<file path="config.mk">
export PLATFORM = sky130hd
export DESIGN_NAME = bsc_mem
export DESIGN_NICKNAME = d
export VERILOG_FILES = /design/src/sv/bsc_mem.sv
export SDC_FILE = /design/constraint.sdc
export NUM_CORES = 2
export LEC_CHECK = 0
export ABC_CLOCK_PERIOD_IN_PS = 7800
export BUFFER_PORTS_ARGS = -buffer_cell sky130_fd_sc_hd__buf_2
export CAP_MARGIN = 20
export CORE_MARGIN = 2
export CORE_UTILIZATION = 40
export DETAILED_ROUTE_END_ITERATION = 12
export PLACE_DENSITY_LB_ADDON = 0.12
export SETUP_SLACK_MARGIN = 0.05
export SYNTH_ARGS = -nofsm -noshare
export SYNTH_HDL_FRONTEND = slang
export SYNTH_SLANG_ARGS = --single-unit
</file>
<file path="constraint.sdc">
create_clock -name clock -period 7.8 [get_ports clock]
set_input_delay 0.78 -clock clock [delete_from_list [all_inputs] [get_ports clock]]
set_output_delay 0.78 -clock clock [all_outputs]
set_load 0.01 [all_outputs]
</file>
<file path="src/sv/bsc_mem.sv">
`timescale 1ns / 1ps

module bsc_mem #(
   parameter int DEPTH = 64,
   parameter int AW    = 6,
   parameter int DW    = 64
) (
   input  logic          clock,
   input  logic          wr_en,
   input  logic [AW-1:0] wr_addr,
   input  logic [DW-1:0] wr_data,
   input  logic          rd_en,
   input  logic [AW-1:0] rd_addr,
   output logic [DW-1:0] rd_data
);

   logic [DW-1:0] words_ff [DEPTH];
   logic [DW-1:0] rd_data_ff;

   always_ff @(posedge clock) begin
      if (wr_en) begin
         words_ff[wr_addr] <= wr_data;
      end
      if (rd_en) begin
         rd_data_ff <= words_ff[rd_addr];
      end
   end

   assign rd_data = rd_data_ff;

endmodule

</file>
==> flow_summary.json <==
{
  "placed_area_sq_mm": 0.165,
  "drv_slew": 0,
  "drtAntennaViolNets": 0,
  "final_util_pct": 46.0,
  "syn_area_sq_mm": 0.157,
  "cts_tree": "done",
  "hold_viol": 0,
  "viasPerCell": 5.95,
  "port-buffer-count": 142,
  "drive_gt1_share_pct": 28.5,
  "cts_resized": 0,
  "path_clk_slew_ns": 0.06,
  "ys_warn_count": 0,
  "crit_fanout": 55,
  "critPathMostFrequentCell": "buf_4",
  "required_ns": 8.57,
  "rows": 230,
  "max_stage_delay_ns": 0.87,
  "cts_made_buffers": 445,
  "fmax_ghz": 0.280,
  "place_congestion": 0.763,
  "clock_latency_ns": 1.00,
  "p_leak_uw": 0.0557,
  "p_sw_share_pct": 21.5,
  "hp-class": "input port to flip-flop",
  "critPathKind": "input port to flip-flop",
  "grt_pass1_vias": 76600,
  "final_common_cell": "edfxtp_1",
  "pre_cts_slack_ns": 3.34,
  "ios": 143,
  "period_needed_ns": 3.57,
  "critPathArrivalTime_ns": 4.34,
  "fin_setup_tns_ns": 0,
  "clkPwrFrac_pct": 43.3,
  "grt_max_degree": 138,
  "slew_headroom_pct": 20.4,
  "switchingPower_uw": 10300,
  "drt_iter0_drc": 8654,
  "grt_pass1_wl_um": 653000,
  "hpwlAfterDp_um": 252000,
  "skew_ns": 0.0421,
  "htree_levels": 5,
  "antenna_found_initial": 47,
  "vias": 75400,
  "worst_pin_slew_ns": 1.19,
  "clock_path_buffers": 4,
  "die_area_sq_mm": 0.397,
  "die_w_um": 630,
  "worst_setup_path_start_kind": "input port",
  "nNetsFinal": 7140,
  "setup_viol": 0,
  "fill_cells": 32300,
  "dieHeight_um": 630,
  "grt-ovfl-total": 0,
  "syn_area_per_cell_sq_um": 23.8,
  "clock_sinks": 4160,
  "worstPathCellList": "buf_8 > buf_4 > and2_4 > buf_4 > a22oi_1 > and3_1 > a211oi_1",
  "route.detailed.drc": 0,
  "max-vdd-ir-drop_v": 0.000198,
  "wl_per_cell_um": 37.8,
  "ys_seq_area_share_pct": 79.6,
  "cp-end-kind": "flip-flop",
  "start_util_pct": 40.1,
  "fp.coreArea_sq_mm": 0.392,
  "p_int_uw": 37500,
  "finalCritPeriodShare_pct": 45.7,
  "seq_area_sq_mm": 0.125,
  "ys_ff_latch": 4160,
  "pwr-share-comb_pct": 4.5,
  "cap_violations": 0,
  "layout_common_cells": "edfxtp_1, mux4_2, clkbuf_16",
  "synth_nets": 6677,
  "synthCells": 6598,
  "synth_cell_types": 32,
  "status": "finished clean",
  "crit_slowest_cell": "buf_4",
  "area_delta_synth_final_pct": 14.7,
  "drtPass1Iterations": 5,
  "final_area_sq_mm": 0.180,
  "rsz0062_at_grt": "no",
  "grt_usage_pct": 23.8,
  "setup_ws_ns": 4.23,
  "multiInputGateArea_sq_mm": 0.0308,
  "pwr_density_cell_mw_per_mm2": 265,
  "power_frac_seq_pct": 52.2,
  "total_power_uw": 47800,
  "clockRootBuffer": "clkbuf_16",
  "drt-total-wl_um": 479000
}
[cell usage after synthesis, drive strengths merged]
| library cell | instances | area, sq um |
|---|---|---|
| nand2 | 58 | 218 |
| a41oi | 26 | 228 |
| or3b | 1 | 8.76 |
| or2 | 28 | 175 |
| mux4 | 1024 | 23100 |
| nor2b | 28 | 175 |
| clkbuf | 140 | 526 |
| nor2 | 112 | 420 |
| o22ai | 83 | 519 |
| a31o | 1 | 8.76 |
| a31oi | 18 | 113 |
| and2 | 3 | 18.8 |
| nand4 | 2 | 12.5 |
| nand3 | 45 | 225 |
| nand3b | 2 | 15.0 |
| edfxtp | 4160 | 125000 |
| a22o | 88 | 771 |
| inv | 19 | 71.3 |
| nand4b | 1 | 8.76 |
| a2bb2oi | 19 | 166 |
| nor3 | 2 | 10.0 |
| a211oi | 63 | 473 |
| mux2i | 135 | 1350 |
| nand2b | 11 | 68.8 |
| a22oi | 168 | 1260 |
| buf | 230 | 1250 |
| and3 | 64 | 400 |
| o221ai | 38 | 333 |
| or3 | 29 | 181 |
[kinds of logic (layout without fill, tap and decap cells)]
family                 after synthesis  after routing  share of synthesized area (%)
buffers and inverters              389           1219                           1.18
AOI/OAI and AO/OA                  504            504                           2.47
muxes                             1159           1159                           15.6
DFF                               4160           4160                           79.6
and+or+nand+nor                    386            386                           1.23
other                                0             19                              0
[flip-flops by register name, summed over array words and instances, names as in the netlist]
name,count
rd_data,64
words_ff,4096
[per-stage QoR]
step / cells / hold slack, ns
3_3_place_gp: 11800 / 0.890
5_1_grt: 12600 / 0.00220
6_report: 12700 / 0.0611
2_1_floorplan: 6598 / 0.865
4_1_cts: 12600 / 0.120
3_5_place_dp: 11800 / 0.894
[per-layer routing]
metal  up-vias  global-route usage [%]  part of all wire [%]
met3       628                    2.92                   5.4
met5         -                       0                 0.012
li1      29600                       -                     -
met4        10                    6.05                   2.7
met1     42500                    33.6                    42
met2      2710                    39.6                    49
[worst paths after layout]
check	cells past startpoint	slack, ns	endpoint	startpoint
min	1	0.06	words_ff[12][27]	wr_data[27]
max reg2reg	5	5.35	rd_data[28]	words_ff[11][28]
max	7	4.23	rd_data[56]	rd_addr[2]
min reg2reg	4	0.90	rd_data[16]	words_ff[60][16]
[power by group through the flow]
stage          logic, uW  registers (uW)  clock network [uW]
6_report            2160           24900               20700
2_1_floorplan       1150           25300                   0
3_3_place_gp        2130           25400                   0
4_1_cts             2160           24900               21000
3_5_place_dp        2160           25400                   0
5_1_grt             2300           24900               21900
[worst max-delay path, delay by kind of cell]
kind / cells / cell delay, ns
AO/OA/AOI/OAI: 2 / 0.42
buffers and inverters: 3 / 1.96
AND/OR/NAND/NOR: 2 / 0.95
[final cells by class]
| class | count | share of cell area, % |
|---|---|---|
| well taps | 5220 | 3.63 |
| multi-input cells | 2049 | 17.1 |
| inverters | 19 | 0.0396 |
| diodes | 19 | 0.0264 |
| flip-flops and latches | 4160 | 69.4 |
| clock buffers | 558 | 6.48 |
| repair buffers | 386 | 2.02 |
| clock inverters | 256 | 1.37 |
[repair_timing]
action / in CTS / in global routing
hold endpoints to repair: 0 / 1
hold buffers: 0 / 1
endpoints found under the setup margin: 0 / 0
buffers inserted: 0 / 0
(Power assumes the default switching activity.)
