File: src/sv/bsc_pkg.sv
`timescale 1ns / 1ps

package bsc_pkg;

   localparam int IDX_W = 12;
   localparam int CNT_W = 13;
   localparam int CMD_W = 3;
   localparam int ST_W  = 2;

   localparam logic [CMD_W-1:0] CMD_SET        = 3'd0;
   localparam logic [CMD_W-1:0] CMD_CLEAR      = 3'd1;
   localparam logic [CMD_W-1:0] CMD_TEST       = 3'd2;
   localparam logic [CMD_W-1:0] CMD_FIND_SET   = 3'd3;
   localparam logic [CMD_W-1:0] CMD_FIND_CLEAR = 3'd4;

   localparam logic [ST_W-1:0] ST_OK        = 2'd0;
   localparam logic [ST_W-1:0] ST_INVALID   = 2'd1;
   localparam logic [ST_W-1:0] ST_NOT_FOUND = 2'd2;

   localparam logic [CNT_W-1:0] BIT_COUNT_RESET = 13'd4096;

   typedef struct packed {
      logic [ST_W-1:0]  status;
      logic             bit_value;
      logic [IDX_W-1:0] found_index;
      logic [CNT_W-1:0] set_total;
   } rsp_type;

endpackage

File: src/sv/bsc_div.sv
`timescale 1ns / 1ps

module bsc_div #(
   parameter int DIVISOR = 64
) (
   input  logic                             clock,
   input  logic                             reset,
   input  logic                             start,
   input  logic [bsc_pkg::IDX_W-1:0]        dividend,
   output logic                             done,
   output logic [bsc_pkg::IDX_W-1:0]        quotient,
   output logic [$clog2(DIVISOR)-1:0]       remainder
);
   import bsc_pkg::*;

   // The quotient is the dividend times a rounded-up reciprocal, shifted down; this is exact
   // for every dividend that fits in IDX_W bits. The remainder is registered with the quotient.
   localparam int RM  = $clog2(DIVISOR);
   localparam int SH  = IDX_W + RM;
   localparam int MUL = ((1 << SH) + DIVISOR - 1) / DIVISOR;
   localparam int MW  = $clog2(MUL + 1);
   localparam int PRW = IDX_W + MW;

   logic [PRW-1:0]   prod;
   logic [IDX_W-1:0] back;
   logic [IDX_W-1:0] diff;
   logic [IDX_W-1:0] q1_ff, q1_in;
   logic [IDX_W-1:0] x_ff, x_in;
   logic             v1_ff, v1_in;
   logic [IDX_W-1:0] quot_ff, quot_in;
   logic [RM-1:0]    rem_ff, rem_in;
   logic             done_ff, done_in;

   always_comb begin
      prod    = PRW'(dividend) * PRW'(MUL);
      back    = q1_ff * IDX_W'(DIVISOR);
      diff    = x_ff - back;
      v1_in   = start;
      q1_in   = q1_ff;
      x_in    = x_ff;
      if (start) begin
         q1_in = IDX_W'(prod >> SH);
         x_in  = dividend;
      end
      done_in = v1_ff;
      quot_in = quot_ff;
      rem_in  = rem_ff;
      if (v1_ff) begin
         quot_in = q1_ff;
         rem_in  = diff[RM-1:0];
      end
   end

   always_ff @(posedge clock) begin
      if (reset) begin
         v1_ff   <= 1'b0;
         done_ff <= 1'b0;
      end else begin
         v1_ff   <= v1_in;
         done_ff <= done_in;
      end
      q1_ff   <= q1_in;
      x_ff    <= x_in;
      quot_ff <= quot_in;
      rem_ff  <= rem_in;
   end

   assign done      = done_ff;
   assign quotient  = quot_ff;
   assign remainder = rem_ff;

endmodule

File: config.mk
export PLATFORM = sky130hd
export DESIGN_NAME = bsc_div
export DESIGN_NICKNAME = d
export VERILOG_FILES = /design/src/sv/bsc_pkg.sv /design/src/sv/bsc_div.sv
export SDC_FILE = /design/constraint.sdc
export NUM_CORES = 1
export LEC_CHECK = 0
export BUFFER_PORTS_ARGS = -buffer_cell sky130_fd_sc_hd__buf_2
export CORE_UTILIZATION = 30
export DETAILED_ROUTE_END_ITERATION = 8
export PLACE_DENSITY = 0.5
export SLEW_MARGIN = 10
export SYNTH_ARGS = -nofsm -noshare
export SYNTH_HDL_FRONTEND = slang
export SYNTH_SLANG_ARGS = --single-unit
File: constraint.sdc
create_clock -name clock -period 1 [get_ports clock]
set_input_delay 0.3 -clock clock [delete_from_list [all_inputs] [get_ports clock]]
set_output_delay 0.3 -clock clock [all_outputs]
set_load 0.02 [all_outputs]
==> results.py, run 1 <==
metrics = {
    "global_route": {
        "grt_pass1_vias": 316,
        "antenna_found_initial": 0,
        "grt_pass1_wl_um": 1410,
        "grt_usage_pct": 7.43,
        "grt.overflow.total": 0,
        "grt_max_degree": 15,
    },
    "timing": {
        "hold_viol_final": 0,
        "fin_skew_ns": 0.0103,
        "fmax_mhz": 861,
        "setup_viol": 13,
        "finalCritPeriodShare_pct": 116,
        "final.setup.worst_slack_ns": -0.161,
        "rsz0062_at_grt": "true",
        "report.final.slew_viol_count": 0,
        "fin_crit_ns": 1.16,
    },
    "die": {
        "die_h_um": 54.3,
        "ios": 34,
        "initial_core_util_pct": 32.6,
        "chipWidth_um": 54.3,
        "rows": 18,
        "die-area_mm2": 0.00295,
        "core-area_mm2": 0.00252,
    },
    "clocking": {
        "numCtsBuffers": 3,
        "clk_path_buf_depth": 2,
        "insertion_delay_ns": 0.31,
        "htreeDepth": 1,
        "cts_sinks": 26,
        "clkTransAtPathRegs_ns": 0.13,
        "clock-root-buffer": "clkbuf_4",
        "cts_tree": "yes",
        "postCtsHoldBufs": 0,
    },
    "detailed_routing": {
        "wl_um": 1060,
        "via_per_inst": 3.97,
        "drc_errors": 0,
        "drt_iter0_drc": 1,
        "wire_per_inst_um": 11.0,
        "drt_pre_antenna_iters": 3,
        "ant_nets": 0,
        "vias": 381,
    },
    "cells_and_area": {
        "finalInstanceArea_mm2": 0.00108,
        "drive_gt1_share_pct": 48.5,
        "area_growth_pct": 32.0,
        "antennaDiodeCount": 0,
        "num-nets-final": 82,
    },
    "placement": {
        "io_buffers": 27,
        "placed_area_um2": 988,
        "dp_hpwl_um": 737,
        "place.gp.congestion": 0.582,
    },
    "synthesis": {
        "synth_area_leaders": "edfxtp_1 88%, buf_4 5.5%, dfxtp_1 4.9%",
        "syn_area_um2": 822,
        "synth_ff_type": "edfxtp_1",
        "syn_area_per_cell_um2": 23.5,
        "synth_commonest_cells": "24 x edfxtp_1, 6 x buf_4, 2 x dfxtp_1, 2 x nor2b_1, 1 x conb_1",
        "post-synth-top-area-cell": "edfxtp_1",
        "synth_most_common_cell": "edfxtp_1",
        "synth-seq-cells": 26,
        "synth_enable_flop_cells": 24,
        "synthDistinctLibCells": 5,
        "postSynth.asyncResetShare_pct": 0,
        "ys_warn_count": 0,
        "synth_sequential_area_ratio_pct": 92.5,
        "synth_cells": 35,
        "yosysTopAreaCellShare_pct": 87.7,
    },
    "worst_setup_path": {
        "path_buf_inv": 1,
        "worstSetupStartpointType": "register",
        "cp_top_family": "flip-flops",
        "critPathCaptureType": "output port",
        "cpPeakStageDelay_ns": 0.41,
        "path_max_fanout": 1,
        "crit_type": "reg -> out",
        "slowest_stage": "edfxtp_1",
        "critPathRequiredTime_ns": 0.70,
        "critical_path_arrival_ns": 0.86,
        "critical_path.cell_chain": "buf_6",
    },
    "min_path": {
        "hold_path_class": "in -> reg",
    },
    "pwr": {
        "pwr-share-seq_pct": 67.6,
        "sw_frac_of_total_pct": 21.1,
        "p_switching_w": 0.000407,
        "p_total_w": 0.00193,
        "p_int_w": 0.00152,
        "powerDensity_mw_per_mm2": 1780,
        "comb_power_share_pct": 10.0,
        "ir_worst_vdd_v": 0.000936,
        "clkPwrFrac_pct": 22.4,
        "power.leakage_nw": 0.424,
    },
    "run": {
        "drv_cap": 0,
    },
    "status": {
        "failed_checks": "negative setup slack",
        "status": "finished, violations left",
    },
}
placed cells by master (no fill, tap or decap):
cell type  count
buf_12         1
clkbuf_4       3
dfxtp_1        1
edfxtp_1      24
dfxtp_2        1
buf_6         11
buf_2         16
nor2b_1        2
conb_1         6
clkbuf_1       1
cell families after synthesis:
kind of cell | Yosys count | synth area share, %
buffers and inverters | 6 | 5.48
other | 1 | 0.456
flip-flops | 26 | 92.5
AND/OR/NAND/NOR | 2 | 1.52
metal layers:
layer / GRT usage (%) / routed length (um)
met2: 12.2 / 519
met5: 0 / 0
met3: 1.94 / 86
met1: 7.83 / 430
met4: 6.41 / 19
power groups by stage:
| stage | clock network (W) | logic (W) | registers (W) |
|---|---|---|---|
| after global routing | 0.000494 | 0.000205 | 0.00131 |
| after CTS | 0.000450 | 0.000161 | 0.00130 |
| after floorplan | 0 | 0.0000399 | 0.00138 |
| final | 0.000432 | 0.000192 | 0.00130 |
| after detailed placement | 0 | 0.000160 | 0.00132 |
| after global placement | 0 | 0.000158 | 0.00132 |
flip-flops by register name, indices dropped and copies added, names as in the netlist:
name and flops:
done 1, x_ff 6, q1_ff 6, remainder 6
done_in 1, quotient 6
per-stage QoR:
stage | setup slack (ns) | TNS, ns | hold slack (ns) | util (%) | instances
2_1_floorplan | 0.107 | 0 | 0.372 | - | 40
3_3_place_gp | 0.117 | 0 | 0.401 | 39.2 | 92
3_5_place_dp | 0.0953 | 0 | 0.405 | 39.2 | 92
4_1_cts | -0.179 | -1.99 | 0.134 | 40.5 | 96
5_1_grt | -0.214 | -2.45 | 0.126 | 43.0 | 96
6_report | -0.161 | -1.82 | 0.145 | 43.0 | 96
repair_timing:
action,4_1_cts,5_1_grt
setup buffers,0,0
resized for setup,3,20
pin swaps,0,0
endpoints found under the setup margin,13,13
worst paths after layout:
kind | depth (start not counted) | endpoint | slack [ns] | startpoint
hold / removal | 2 | done | 0.15 | reset
setup / recovery | 1 | quotient[3] | -0.16 | quotient[3]
setup reg to reg | 1 | remainder[2] | 0.18 | done_in
hold reg to reg | 0 | remainder[5] | 0.43 | x_ff[5]
layout make-up:
class,count,area [um^2]
tap,30,37.5
timing repair buffer,28,224
sequential,26,762
clock buffer,4,26.3
multi-input combinational,8,35.0
fill,244,1440
No activity file was read; power rests on OpenSTA's default activity.
==> run 2: changes to the inputs <==
--- a/config.mk
+++ b/config.mk
@@ -6,8 +6,10 @@
 export NUM_CORES = 1
 export LEC_CHECK = 0
 export BUFFER_PORTS_ARGS = -buffer_cell sky130_fd_sc_hd__buf_2
+export CORE_ASPECT_RATIO = 0.75
 export CORE_UTILIZATION = 30
 export DETAILED_ROUTE_END_ITERATION = 8
+export HOLD_SLACK_MARGIN = 0.06
 export PLACE_DENSITY = 0.5
 export SLEW_MARGIN = 10
 export SYNTH_ARGS = -nofsm -noshare
==> results.py, run 2 (synthesis gave the netlist of run 1 again) <==
metrics = {
    "clocking": {
        "numCtsBuffers": 3,
        "htreeDepth": 1,
        "insertion_delay_ns": 0.31,
        "postCtsHoldBufs": 0,
        "clock-root-buffer": "clkbuf_4",
        "cts_sinks": 26,
        "post_cts_buffers": 0,
        "clk_path_buf_depth": 2,
        "cts.repair.resized": 5,
        "cts_tree": "yes",
        "clkTransAtPathRegs_ns": 0.13,
    },
    "worst_setup_path": {
        "cpPeakStageDelay_ns": 0.40,
        "cp_top_family": "flip-flops",
        "reg2reg_to": "remainder[5]",
        "crit_type": "reg -> out",
        "cp.depth": 1,
        "critical_path.cell_chain": "buf_2",
        "critPathCaptureType": "output port",
        "critPathRequiredTime_ns": 0.70,
        "slowest_stage": "edfxtp_1",
        "regToRegStartpoint": "done_in",
        "path_buf_inv": 1,
        "critical_path_arrival_ns": 0.88,
        "path_max_fanout": 1,
        "r2r.worst_path.cells": 1,
        "worstSetupStartpointType": "register",
        "r2r_slack_ns": 0.20,
    },
    "die": {
        "chipWidth_um": 62.4,
        "die-area_mm2": 0.00296,
        "ios": 34,
        "die_h_um": 47.3,
        "initial_core_util_pct": 31.6,
        "core-area_mm2": 0.00260,
        "rows": 16,
    },
    "cells_and_area": {
        "layout_commonest_cell": "edfxtp_1",
        "antennaDiodeCount": 0,
        "fin_cells": 103,
        "final_core_utilization_pct": 40.3,
        "most-common-layout-cells": "24 x edfxtp_1, 22 x buf_2, 6 x conb_1",
        "drive_gt1_share_pct": 49.3,
        "area_growth_pct": 27.7,
        "num-nets-final": 83,
    },
    "placement": {
        "dpl.cell_count": 99,
        "place.gp.congestion": 0.571,
        "io_buffers": 27,
    },
    "min_path": {
        "hold_path_depth": 2,
        "min-delay-start": "reset",
        "worstHoldEndpoint": "done",
        "hold_path_class": "in -> reg",
    },
    "timing": {
        "fin_crit_ns": 1.18,
        "hold_slack_ns": 0.144,
        "setup_viol": 13,
        "hold_viol_final": 0,
        "fmax_mhz": 846,
        "rsz0062_at_grt": "true",
        "final.setup.worst_slack_ns": -0.182,
        "finalCritPeriodShare_pct": 118,
        "fin_skew_ns": 0.00955,
        "report.final.slew_viol_count": 0,
    },
    "detailed_routing": {
        "ant_nets": 0,
        "drt_iter0_drc": 1,
        "vias": 378,
        "drt_pre_antenna_iters": 2,
        "wire_per_inst_um": 9.68,
        "wl_um": 997,
        "drc_errors": 0,
        "via_per_inst": 3.67,
    },
    "global_route": {
        "grt.overflow.total": 0,
        "grt_pass1_wl_um": 1470,
        "grt_usage_pct": 7.50,
        "grt_pass1_vias": 313,
        "antenna_found_initial": 0,
        "grt_max_degree": 15,
    },
    "pwr": {
        "powerDensity_mw_per_mm2": 1800,
        "ir_worst_vdd_v": 0.000961,
        "power.leakage_nw": 0.413,
    },
    "status": {
        "failed_checks": "negative setup slack",
        "status": "finished, violations left",
    },
    "run": {
        "drv_cap": 0,
    },
}
[run 2: cell types whose count changed in the layout (fill, tap and decap cells not counted), sizes merged]
cell,previous run,this run
buf,28,29
[run 2: where the power goes]
part	total, W	internal [W]	switching (W)
sequential	0.00130	0.00128	0.0000193
combinational	0.000170	0.0000650	0.000105
clock	0.000426	0.000156	0.000271
total	0.00189	0.00150	0.000395
[run 2: layer usage]
metal | GRT usage [%] | vias to the layer above | wire, um | part of all wire, %
met5 | 0 | - | 0 | 0
met4 | 4.19 | 0 | 8 | 0.80
met3 | 5.58 | 2 | 123 | 12
met2 | 11.3 | 23 | 456 | 46
met1 | 7.86 | 173 | 410 | 41
li1 | - | 180 | - | -
[run 2: stage by stage]
step / area, um^2 / power, W / TNS (ns) / setup slack, ns
2_1_floorplan: 841 / 0.00142 / 0 / 0.107
3_3_place_gp: 991 / 0.00147 / 0 / 0.115
3_5_place_dp: 991 / 0.00148 / 0 / 0.100
4_1_cts: 1030 / 0.00191 / -2.04 / -0.183
5_1_grt: 1050 / 0.00197 / -2.53 / -0.224
6_report: 1050 / 0.00189 / -1.83 / -0.182
[run 2: layout make-up]
class                      instances  area (um^2)
fill                             257         1550
clock buffer                       4         26.3
sequential                        26          762
tap                               36         45.0
timing repair buffer              29          181
multi-input combinational          8         35.0
[run 2: worst max path at each step]
stage,from,to,slack (ns)
2_1_floorplan,done_in,quotient[0],0.11
3_3_place_gp,start,x_ff[1],0.12
3_5_place_dp,start,x_ff[1],0.1
4_1_cts,remainder[2],remainder[2],-0.18
5_1_grt,remainder[0],remainder[0],-0.22
6_report,remainder[2],remainder[2],-0.18
==> run 3: changes to the inputs <==
--- a/config.mk
+++ b/config.mk
@@ -10,7 +10,7 @@
 export CORE_UTILIZATION = 30
 export DETAILED_ROUTE_END_ITERATION = 8
 export HOLD_SLACK_MARGIN = 0.06
-export PLACE_DENSITY = 0.5
+export PLACE_DENSITY = 0.55
 export SLEW_MARGIN = 10
 export SYNTH_ARGS = -nofsm -noshare
 export SYNTH_HDL_FRONTEND = slang
==> results.py, run 3 (synthesis gave the netlist of run 1 again) <==
metrics = {
    "timing": {
        "fin_skew_ns": 0.00564,
        "rsz0062_at_grt": "true",
        "fmax_mhz": 865,
        "hold_viol_final": 0,
        "setup_viol": 13,
        "final.setup.worst_slack_ns": -0.157,
        "finalCritPeriodShare_pct": 116,
        "fin_crit_ns": 1.16,
        "report.final.slew_viol_count": 0,
        "hold_slack_ns": 0.140,
    },
    "worst_setup_path": {
        "path_buf_inv": 1,
        "critical_path.cell_chain": "buf_6",
        "cp.depth": 1,
        "path_max_fanout": 1,
        "cp_top_family": "flip-flops",
        "critPathRequiredTime_ns": 0.70,
        "critical_path_arrival_ns": 0.86,
        "critPathCaptureType": "output port",
        "r2r.worst_path.cells": 1,
        "worstSetupStartpointType": "register",
        "slowest_stage": "edfxtp_1",
        "cpPeakStageDelay_ns": 0.41,
        "crit_type": "reg -> out",
    },
    "global_route": {
        "grt_usage_pct": 7.20,
        "grt_pass1_wl_um": 1410,
        "grt_max_degree": 15,
        "grt_pass1_vias": 324,
        "grt.overflow.total": 0,
        "antenna_found_initial": 0,
    },
    "detailed_routing": {
        "drt_iter0_drc": 4,
        "wire_per_inst_um": 9.77,
        "wl_um": 1010,
        "ant_nets": 0,
        "drc_errors": 0,
        "via_per_inst": 3.53,
        "vias": 364,
        "drt_pre_antenna_iters": 2,
    },
    "pwr": {
        "sw_frac_of_total_pct": 19.8,
        "comb_power_share_pct": 8.7,
        "p_switching_w": 0.000387,
        "pwr-share-seq_pct": 66.5,
        "clkPwrFrac_pct": 24.9,
        "p_int_w": 0.00156,
        "ir_worst_vdd_v": 0.000706,
        "powerDensity_mw_per_mm2": 1840,
        "power.leakage_nw": 0.419,
    },
    "die": {
        "initial_core_util_pct": 31.6,
        "ios": 34,
        "die_h_um": 47.3,
        "die-area_mm2": 0.00296,
        "core-area_mm2": 0.00260,
        "rows": 16,
        "chipWidth_um": 62.4,
    },
    "clocking": {
        "clkTransAtPathRegs_ns": 0.12,
        "numCtsBuffers": 3,
        "cts_sinks": 26,
        "clk_path_buf_depth": 2,
        "clock-root-buffer": "clkbuf_4",
        "cts_tree": "yes",
        "insertion_delay_ns": 0.30,
        "htreeDepth": 1,
    },
    "cells_and_area": {
        "layout_commonest_cell": "edfxtp_1",
        "drive_gt1_share_pct": 50.7,
        "nFillCells": 259,
        "fin_cells": 103,
        "most-common-layout-cells": "24 x edfxtp_1, 22 x buf_2, 6 x conb_1",
        "antennaDiodeCount": 0,
        "num-nets-final": 83,
        "area_growth_pct": 28.9,
    },
    "run": {
        "drv_cap": 0,
    },
    "min_path": {
        "hold_path_depth": 2,
        "hold_path_class": "in -> reg",
    },
    "status": {
        "failed_checks": "negative setup slack",
        "status": "finished, violations left",
    },
    "placement": {
        "dpl.cell_count": 99,
        "dp_hpwl_um": 755,
        "io_buffers": 27,
        "place.gp.congestion": 0.610,
    },
}
==> run 3: cell counts in the layout (fill, tap and decap cells not counted) <==
Identical to the previous run, type by type.
==> run 3: final timing paths <==
| kind | slack [ns] | start | to |
|---|---|---|---|
| setup reg to reg | 0.21 | done_in | remainder[5] |
| hold / removal | 0.14 | reset | done |
| setup / recovery | -0.16 | remainder[2] | remainder[2] |
| hold reg to reg | 0.43 | q1_ff[3] | quotient[3] |
==> run 3: final cells by class <==
cell class | instances | area, um^2 | area share (%)
multi-input cells | 8 | 35.0 | 3.31
flip-flops and latches | 26 | 762 | 71.9
repair buffers | 29 | 181 | 17.1
clock buffers | 4 | 36.3 | 3.42
well taps | 36 | 45.0 | 4.25
==> run 3: through the flow <==
| step | setup WS [ns] | instance area (um^2) | util [%] | TNS (ns) | total power, W |
|---|---|---|---|---|---|
| 4_1_cts | -0.186 | 1030 | 39.8 | -2.08 | 0.00197 |
| 3_5_place_dp | 0.106 | 991 | 38.1 | 0 | 0.00148 |
| 3_3_place_gp | 0.113 | 991 | 38.1 | 0 | 0.00147 |
| 5_1_grt | -0.210 | 1060 | 40.7 | -2.51 | 0.00205 |
| 2_1_floorplan | 0.107 | 841 | - | 0 | 0.00142 |
| 6_report | -0.157 | 1060 | 40.7 | -1.81 | 0.00195 |
==> run 3: power groups by stage <==
stage / Sequential (W) / Combinational, W / Clock (W)
2_1_floorplan: 0.00138 / 0.0000399 / 0
3_3_place_gp: 0.00132 / 0.000155 / 0
3_5_place_dp: 0.00132 / 0.000156 / 0
4_1_cts: 0.00130 / 0.000158 / 0.000518
5_1_grt: 0.00130 / 0.000181 / 0.000561
6_report: 0.00130 / 0.000169 / 0.000485
==> run 3: routing by layer <==
layer | track usage (%) | vias up | part of all wire, %
met1 | 6.87 | 161 | 39
met5 | 0 | - | 0
met4 | 4.19 | 0 | 0.99
met3 | 5.10 | 2 | 9.8
met2 | 12.0 | 20 | 50
li1 | - | 181 | -
==> run 3: timing repair <==
item / CTS / global route
hold buffers: 0 / 0
buffers inserted: 0 / 0
resized for setup: 3 / 8
endpoints found under the setup margin: 13 / 13
